==> config.mk <==
export PLATFORM = sky130hd
export DESIGN_NAME = vlrf_ctrl
export DESIGN_NICKNAME = d
export VERILOG_FILES = /design/src/rtl/vlrf_pkg.sv /design/src/rtl/vlrf_ctrl.sv
export SDC_FILE = /design/constraint.sdc
export NUM_CORES = 1
export LEC_CHECK = 0
export BUFFER_PORTS_ARGS = -buffer_cell sky130_fd_sc_hd__buf_4
export CAP_MARGIN = 30
export CELL_PAD_IN_SITES_DETAIL_PLACEMENT = 1
export CELL_PAD_IN_SITES_GLOBAL_PLACEMENT = 1
export CORE_MARGIN = 2
export CORE_UTILIZATION = 30
export DETAILED_ROUTE_END_ITERATION = 6
export PLACE_DENSITY_LB_ADDON = 0.1
export SYNTH_ARGS = -nofsm -noshare
export SYNTH_HDL_FRONTEND = slang
export SYNTH_SLANG_ARGS = --single-unit
==> constraint.sdc <==
create_clock -name i_clk -period 3.75 [get_ports i_clk]
set_input_delay 0.75 -clock i_clk [delete_from_list [all_inputs] [get_ports i_clk]]
set_output_delay 0.75 -clock i_clk [all_outputs]
set_load 0.005 [all_outputs]
==> src/rtl/vlrf_pkg.sv <==
package vlrf_pkg;

    // Default values of the top-level parameters.
    localparam int DEF_MAX_DIM    = 32;
    localparam int DEF_MAX_RADIUS = 7;
    localparam int DEF_VALUE_BITS = 16;

    // Fixed field widths of the channels and registers.
    localparam int POS_W      = 5;
    localparam int SIZE_W     = 6;
    localparam int RAD_W      = 3;
    localparam int CNT_W      = 12;
    localparam int FRAC_W     = 16;
    localparam int CFG_IDX_W  = 2;
    localparam int CFG_DATA_W = 6;

    // Size register value after reset, before saturation to the volume.
    localparam int SIZE_RST_RAW = 32;
    localparam int RAD_RST      = 1;

    typedef enum logic [CFG_IDX_W-1:0] {
        CFG_SIZE_X        = 2'd0,
        CFG_SIZE_Y        = 2'd1,
        CFG_SIZE_Z        = 2'd2,
        CFG_WINDOW_RADIUS = 2'd3
    } t_cfg_reg;

    typedef enum logic [2:0] {
        S_IDLE,
        S_CENTRE,
        S_SWEEP,
        S_DRAIN,
        S_DIVIDE,
        S_RESULT
    } t_state;

    typedef struct packed {
        logic capture;     // input item accepted, latch it
        logic ram_we;      // store the voxel of a good write item
        logic rd_centre;   // read the centre voxel
        logic sweep;       // read the current window voxel and advance
        logic div_step;    // one quotient bit
        logic div_first;   // first quotient bit, start from the below count
        logic load_result; // move the finished result to the output register
    } t_ctrl_cmd;

    typedef struct packed {
        logic coord_ok;    // input coordinate lies inside the volume
        logic is_eval;     // input item is an evaluate
        logic sweep_last;  // current window voxel is the last one
        logic out_free;    // output register can take a result this cycle
    } t_dp_status;

endpackage

==> src/rtl/vlrf_ctrl.sv <==
module vlrf_ctrl
    import vlrf_pkg::*;
(
    input  logic       i_clk,
    input  logic       i_rst_n,
    input  logic       i_in_valid,
    output logic       o_in_ready,
    input  t_dp_status i_status,
    output t_ctrl_cmd  o_cmd
);
    localparam int DIV_CNT_W = $clog2(FRAC_W);

    t_state               r_state, n_state;
    logic [DIV_CNT_W-1:0] r_div_cnt, n_div_cnt;
    logic                 accept;
    logic                 div_last;

    assign accept   = i_in_valid && (r_state == S_IDLE);
    assign div_last = (r_div_cnt == DIV_CNT_W'(FRAC_W - 1));

    always_ff @(posedge i_clk) begin
        if (!i_rst_n) begin
            r_state   <= S_IDLE;
            r_div_cnt <= '0;
        end else begin
            r_state   <= n_state;
            r_div_cnt <= n_div_cnt;
        end
    end

    always_comb begin
        n_state   = r_state;
        n_div_cnt = r_div_cnt;
        unique case (r_state)
            S_IDLE: begin
                if (accept) begin
                    if (!i_status.coord_ok) begin
                        n_state = S_RESULT;
                    end else if (i_status.is_eval) begin
                        n_state = S_CENTRE;
                    end
                end
            end
            S_CENTRE: n_state = S_SWEEP;
            S_SWEEP: begin
                if (i_status.sweep_last) begin
                    n_state = S_DRAIN;
                end
            end
            S_DRAIN: begin
                n_state   = S_DIVIDE;
                n_div_cnt = '0;
            end
            S_DIVIDE: begin
                n_div_cnt = r_div_cnt + 1'b1;
                if (div_last) begin
                    n_state = S_RESULT;
                end
            end
            S_RESULT: begin
                if (i_status.out_free) begin
                    n_state = S_IDLE;
                end
            end
            default: n_state = S_IDLE;
        endcase
    end

    always_comb begin
        o_in_ready = (r_state == S_IDLE);
        o_cmd      = '0;
        unique case (r_state)
            S_IDLE: begin
                o_cmd.capture = accept;
                o_cmd.ram_we  = accept && i_status.coord_ok && !i_status.is_eval;
            end
            S_CENTRE: o_cmd.rd_centre = 1'b1;
            S_SWEEP:  o_cmd.sweep     = 1'b1;
            S_DRAIN:  ;
            S_DIVIDE: begin
                o_cmd.div_step  = 1'b1;
                o_cmd.div_first = (r_div_cnt == '0);
            end
            S_RESULT: o_cmd.load_result = i_status.out_free;
            default:  ;
        endcase
    end
endmodule

==> After elaboration in Yosys (flattened, before gate mapping) <==
Cells that the tools add are included.
{ "classes": {"n_addsub": 1, "eq_ne": 11, "muxes": 13, "n_reduce_logical": 8} }
{ "op_table": {"columns": ["cell", "n"], "rows": [
  ["$mux W3", 6],
  ["$pmux W3 S6", 1],
  ["$pmux W4 S2", 1],
  ["$eq A3 B2 Y1 const B", 2],
  ["$eq A3 B3 Y1 const B", 2],
  ["$ne A2 B2 Y1 const B", 3],
  ["$reduce_and A5 Y1", 1],
  ["$add A4 B1 Y4 const B", 1],
  ["$eq A4 B4 Y1 const B", 1],
  ["$logic_not A4 Y1", 1],
  ["$mux W2", 2],
  ["$eq A3 B1 Y1 const B", 1],
  ["$logic_and A1 B1 Y1", 3],
  ["$logic_not A3 Y1", 1],
  ["$mux W1", 3],
  ["$ne A3 B3 Y1 const B", 1],
  ["$ne A2 B1 Y1 const B", 1],
  ["$reduce_bool A2 Y1", 1],
  ["$logic_not A1 Y1", 1]
]} }
{ "totals": {"reg_bits": 7, "in_bits": 7, "output_inout_bits": 8} }

==> Logic depth before layout (Yosys ltp) <==
{ "logic_depth": {"ltp_word": 5, "mapped_depth": 5} }

==> Least setup slack after synthesis <==
No wires, ideal clock.
{ "synth_timing": {"path_kind": "input -> output", "start": "input i_status[0] (netlist name)", "end": "output o_cmd[0] (netlist name)", "arrival_ps": 1059, "t_required_ps": 3000, "slack_ps": 1941, "stages": 2, "n_path_buf": 0, "cell_sequence": "and2_1 -> and2_1"} }
{ "synth_rtl": {"columns": ["item", "line_no", "rtl"], "rows": [
  ["from (decl)", "vlrf_ctrl.sv:8", "input t_dp_status i_status,"],
  ["to (decl)", "vlrf_ctrl.sv:9", "output t_ctrl_cmd o_cmd"]
]} }

==> results.sh <==
export IMPL_ys_async_sr_fraction_pct=0
export IMPL_met3_usage_pct=5.95
export IMPL_cp_start_kind="register"
export IMPL_fin_crit_sh_pct=58.9
export IMPL_initial_core_util_pct=33.1
export IMPL_cts_root_buf="clkbuf_4"
export IMPL_path_cells="nor2_1, nand2_1, nor4b_1, buf_4"
export IMPL_fin_ws_ns=1.54
export IMPL_grt_pass1_wl_um=2210
export IMPL_p_leak_nw=0.276
export IMPL_swShare_pct=42.3
export IMPL_placed_cell_area_um2=613
export IMPL_crit_buf_inv=1
export IMPL_cts_buffer_depth=2
export IMPL_avgRoutedWirePerCell_um=13.5
export IMPL_min_path_type="reg -> reg"
export IMPL_seq_power_share_pct=30.6
export IMPL_peakVddDrop_v=0.000351
export IMPL_ant_nets=0
export IMPL_dp_hpwl_um=966
export IMPL_busiest_layer="met2"
export IMPL_tns_ns=0
export IMPL_io_buffers=14
export IMPL_hold_buffers=0
export IMPL_path_clk_slew_ns=0.06
export IMPL_dp_cells=89
export IMPL_p_sw_uw=187
export IMPL_synth_top_area_share_pct=27.2
export IMPL_yosysTopAreaCell="dfxtp_1"
export IMPL_syn_num_nets=72
export IMPL_wirelength_um=1260
export IMPL_crit_fanout=9
export IMPL_worst_pin_slew_ns=0.432
export IMPL_relSlewSlack_pct=71.2
export IMPL_drv_cap=0
export IMPL_setup_viol=0
export IMPL_fin_skew_ns=0.00313
export IMPL_status="finished, final reports clean"
export IMPL_num_io_pins=15
export IMPL_yosys_warnings=0
export IMPL_overflow=0
export IMPL_dr_pass1_iters=3
export IMPL_grtUsageMet2_pct=23.9
export IMPL_synth_edff_count=0
export IMPL_core_area_um2=1560
export IMPL_vias_per_cell=5.20
export IMPL_die_x_um=45.5
export IMPL_avgSynthCellArea_um2=8.18
export IMPL_drive_gt1_share_pct=32.5
export IMPL_vias=484
export IMPL_power_uw=443
export IMPL_crit_slowest_cell="dfxtp_1"
export IMPL_num_rows=14
export IMPL_synthTopCellsByCount="dfxtp_1 (7), a21oi_1 (6), nand2_1 (6)"
export IMPL_worstSetupPathType="reg -> out"
export IMPL_timing_fmax_mhz=453
export IMPL_cts_sinks=7
export IMPL_numCtsBuffers=3
export IMPL_instances_no_fill=93
export IMPL_drv_slew=0
export IMPL_antenna_found_initial=0
export IMPL_p_int_uw=256
export IMPL_n_antenna_cell=0
export IMPL_htreeDepth=1
export IMPL_clk_insertion_delay_late_ns=0.25
export IMPL_combPwrFrac_pct=53.6
export IMPL_seq_area_frac_synth_pct=27.2
export IMPL_netlist_area_um2=515
export IMPL_met1_usage_pct=18.8
export IMPL_routabilityCongestion=0.709
export IMPL_area_delta_synth_final_pct=24.3
export IMPL_powerDensity_nw_per_um2=691
export IMPL_synth_cells=63
export IMPL_cp_top_family="simple AND/OR/NAND/NOR gates"
export IMPL_groute_usage_overall_pct=15.0
export IMPL_worstPathRequired_ns=3.00
export IMPL_fin_hold_ws_ns=0.546
export IMPL_rsz0062_at_grt="false"
export IMPL_yosys_top_cells_area="dfxtp_1 (27%), a21oi_1 (5.8%), ha_1 (4.9%), nand2_1 (4.4%), mux2i_1 (3.9%)"
export IMPL_cpPeakStageDelay_ns=0.43
export IMPL_drc=0
export IMPL_final_util_pct=41.1
export IMPL_fin_area_um2=641
export IMPL_cts_resized=0
export IMPL_post_cts_buffers=0
export IMPL_grt_max_degree=10
export IMPL_layout_min_cycle_time_ns=2.21
export IMPL_crit_path_end_kind="output pin"
export IMPL_die_area_um2=2070
export IMPL_critical_path_arrival_ns=1.46
export IMPL_drt_iter0_markers=3
export IMPL_first_global_vias=501
export IMPL_yosysMostFrequentCell="dfxtp_1"
export IMPL_nets=87
export IMPL_pre_cts_ws_ns=1.70
export IMPL_final_hold_viol_count=0
export IMPL_p_clk_share_pct=15.8
export IMPL_tritoncts="built"
export IMPL_dieHeight_um=45.5
export IMPL_synthDistinctLibCells=31
export IMPL_ys_flop_type="dfxtp_1"
export IMPL_ys_seq_elements=7
per-layer routing:
metal,up-vias,share of wire (%)
met3,2,5.6
met5,-,0
met1,214,50
li1,256,-
met4,0,1.0
met2,12,43
cell usage in the layout, fill, tap and decap left out, drive strengths merged, types with 3 or more instances in the layout:
master,count
inv,6
nand2,6
clkbuf,3
a21oi,7
nor3,4
and2,3
nor2,4
dfxtp,7
buf,14
sequential cells by signal (all words and copies together), names as in the netlist:
register	flops
r_div_cnt	4
r_state	3
kinds of logic after synthesis:
family	synth area share, %
buffers and inverters	9.71
AOI/OAI and AO/OA	26.2
DFF	27.2
muxes	3.88
adders and majority gates	4.85
and+or+nand+nor	28.2
power groups by stage:
stage	sequential [mW]	clock (mW)	combinational, mW
finish	0.136	0.0699	0.237
global route	0.142	0.0814	0.270
CTS	0.136	0.0756	0.241
detailed placement	0.138	0	0.240
global placement	0.139	0	0.238
floorplan	0.104	0	0.203
path summary, 6_finish.rpt:
kind / from / to / slack, ns / cells past startpoint
worst min-delay path: r_div_cnt[3] / r_div_cnt[3] / 0.55 / 1
worst min register to register: r_div_cnt[3] / r_div_cnt[3] / 0.55 / 1
worst max-delay path: r_state[1] / o_cmd[1] / 1.54 / 4
worst max register to register: r_state[1] / r_state[2] / 2.22 / 4
cell type report:
cell class              instances  area, um^2
fillers                       197         918
clock inverters                 1        5.00
clock buffers                   3        22.5
flip-flops and latches          7         140
multi-input cells              46         325
repair buffers                 14         105
inverters                       6        22.5
well taps                      16        20.0
No activity file was read; power rests on OpenSTA's default activity.
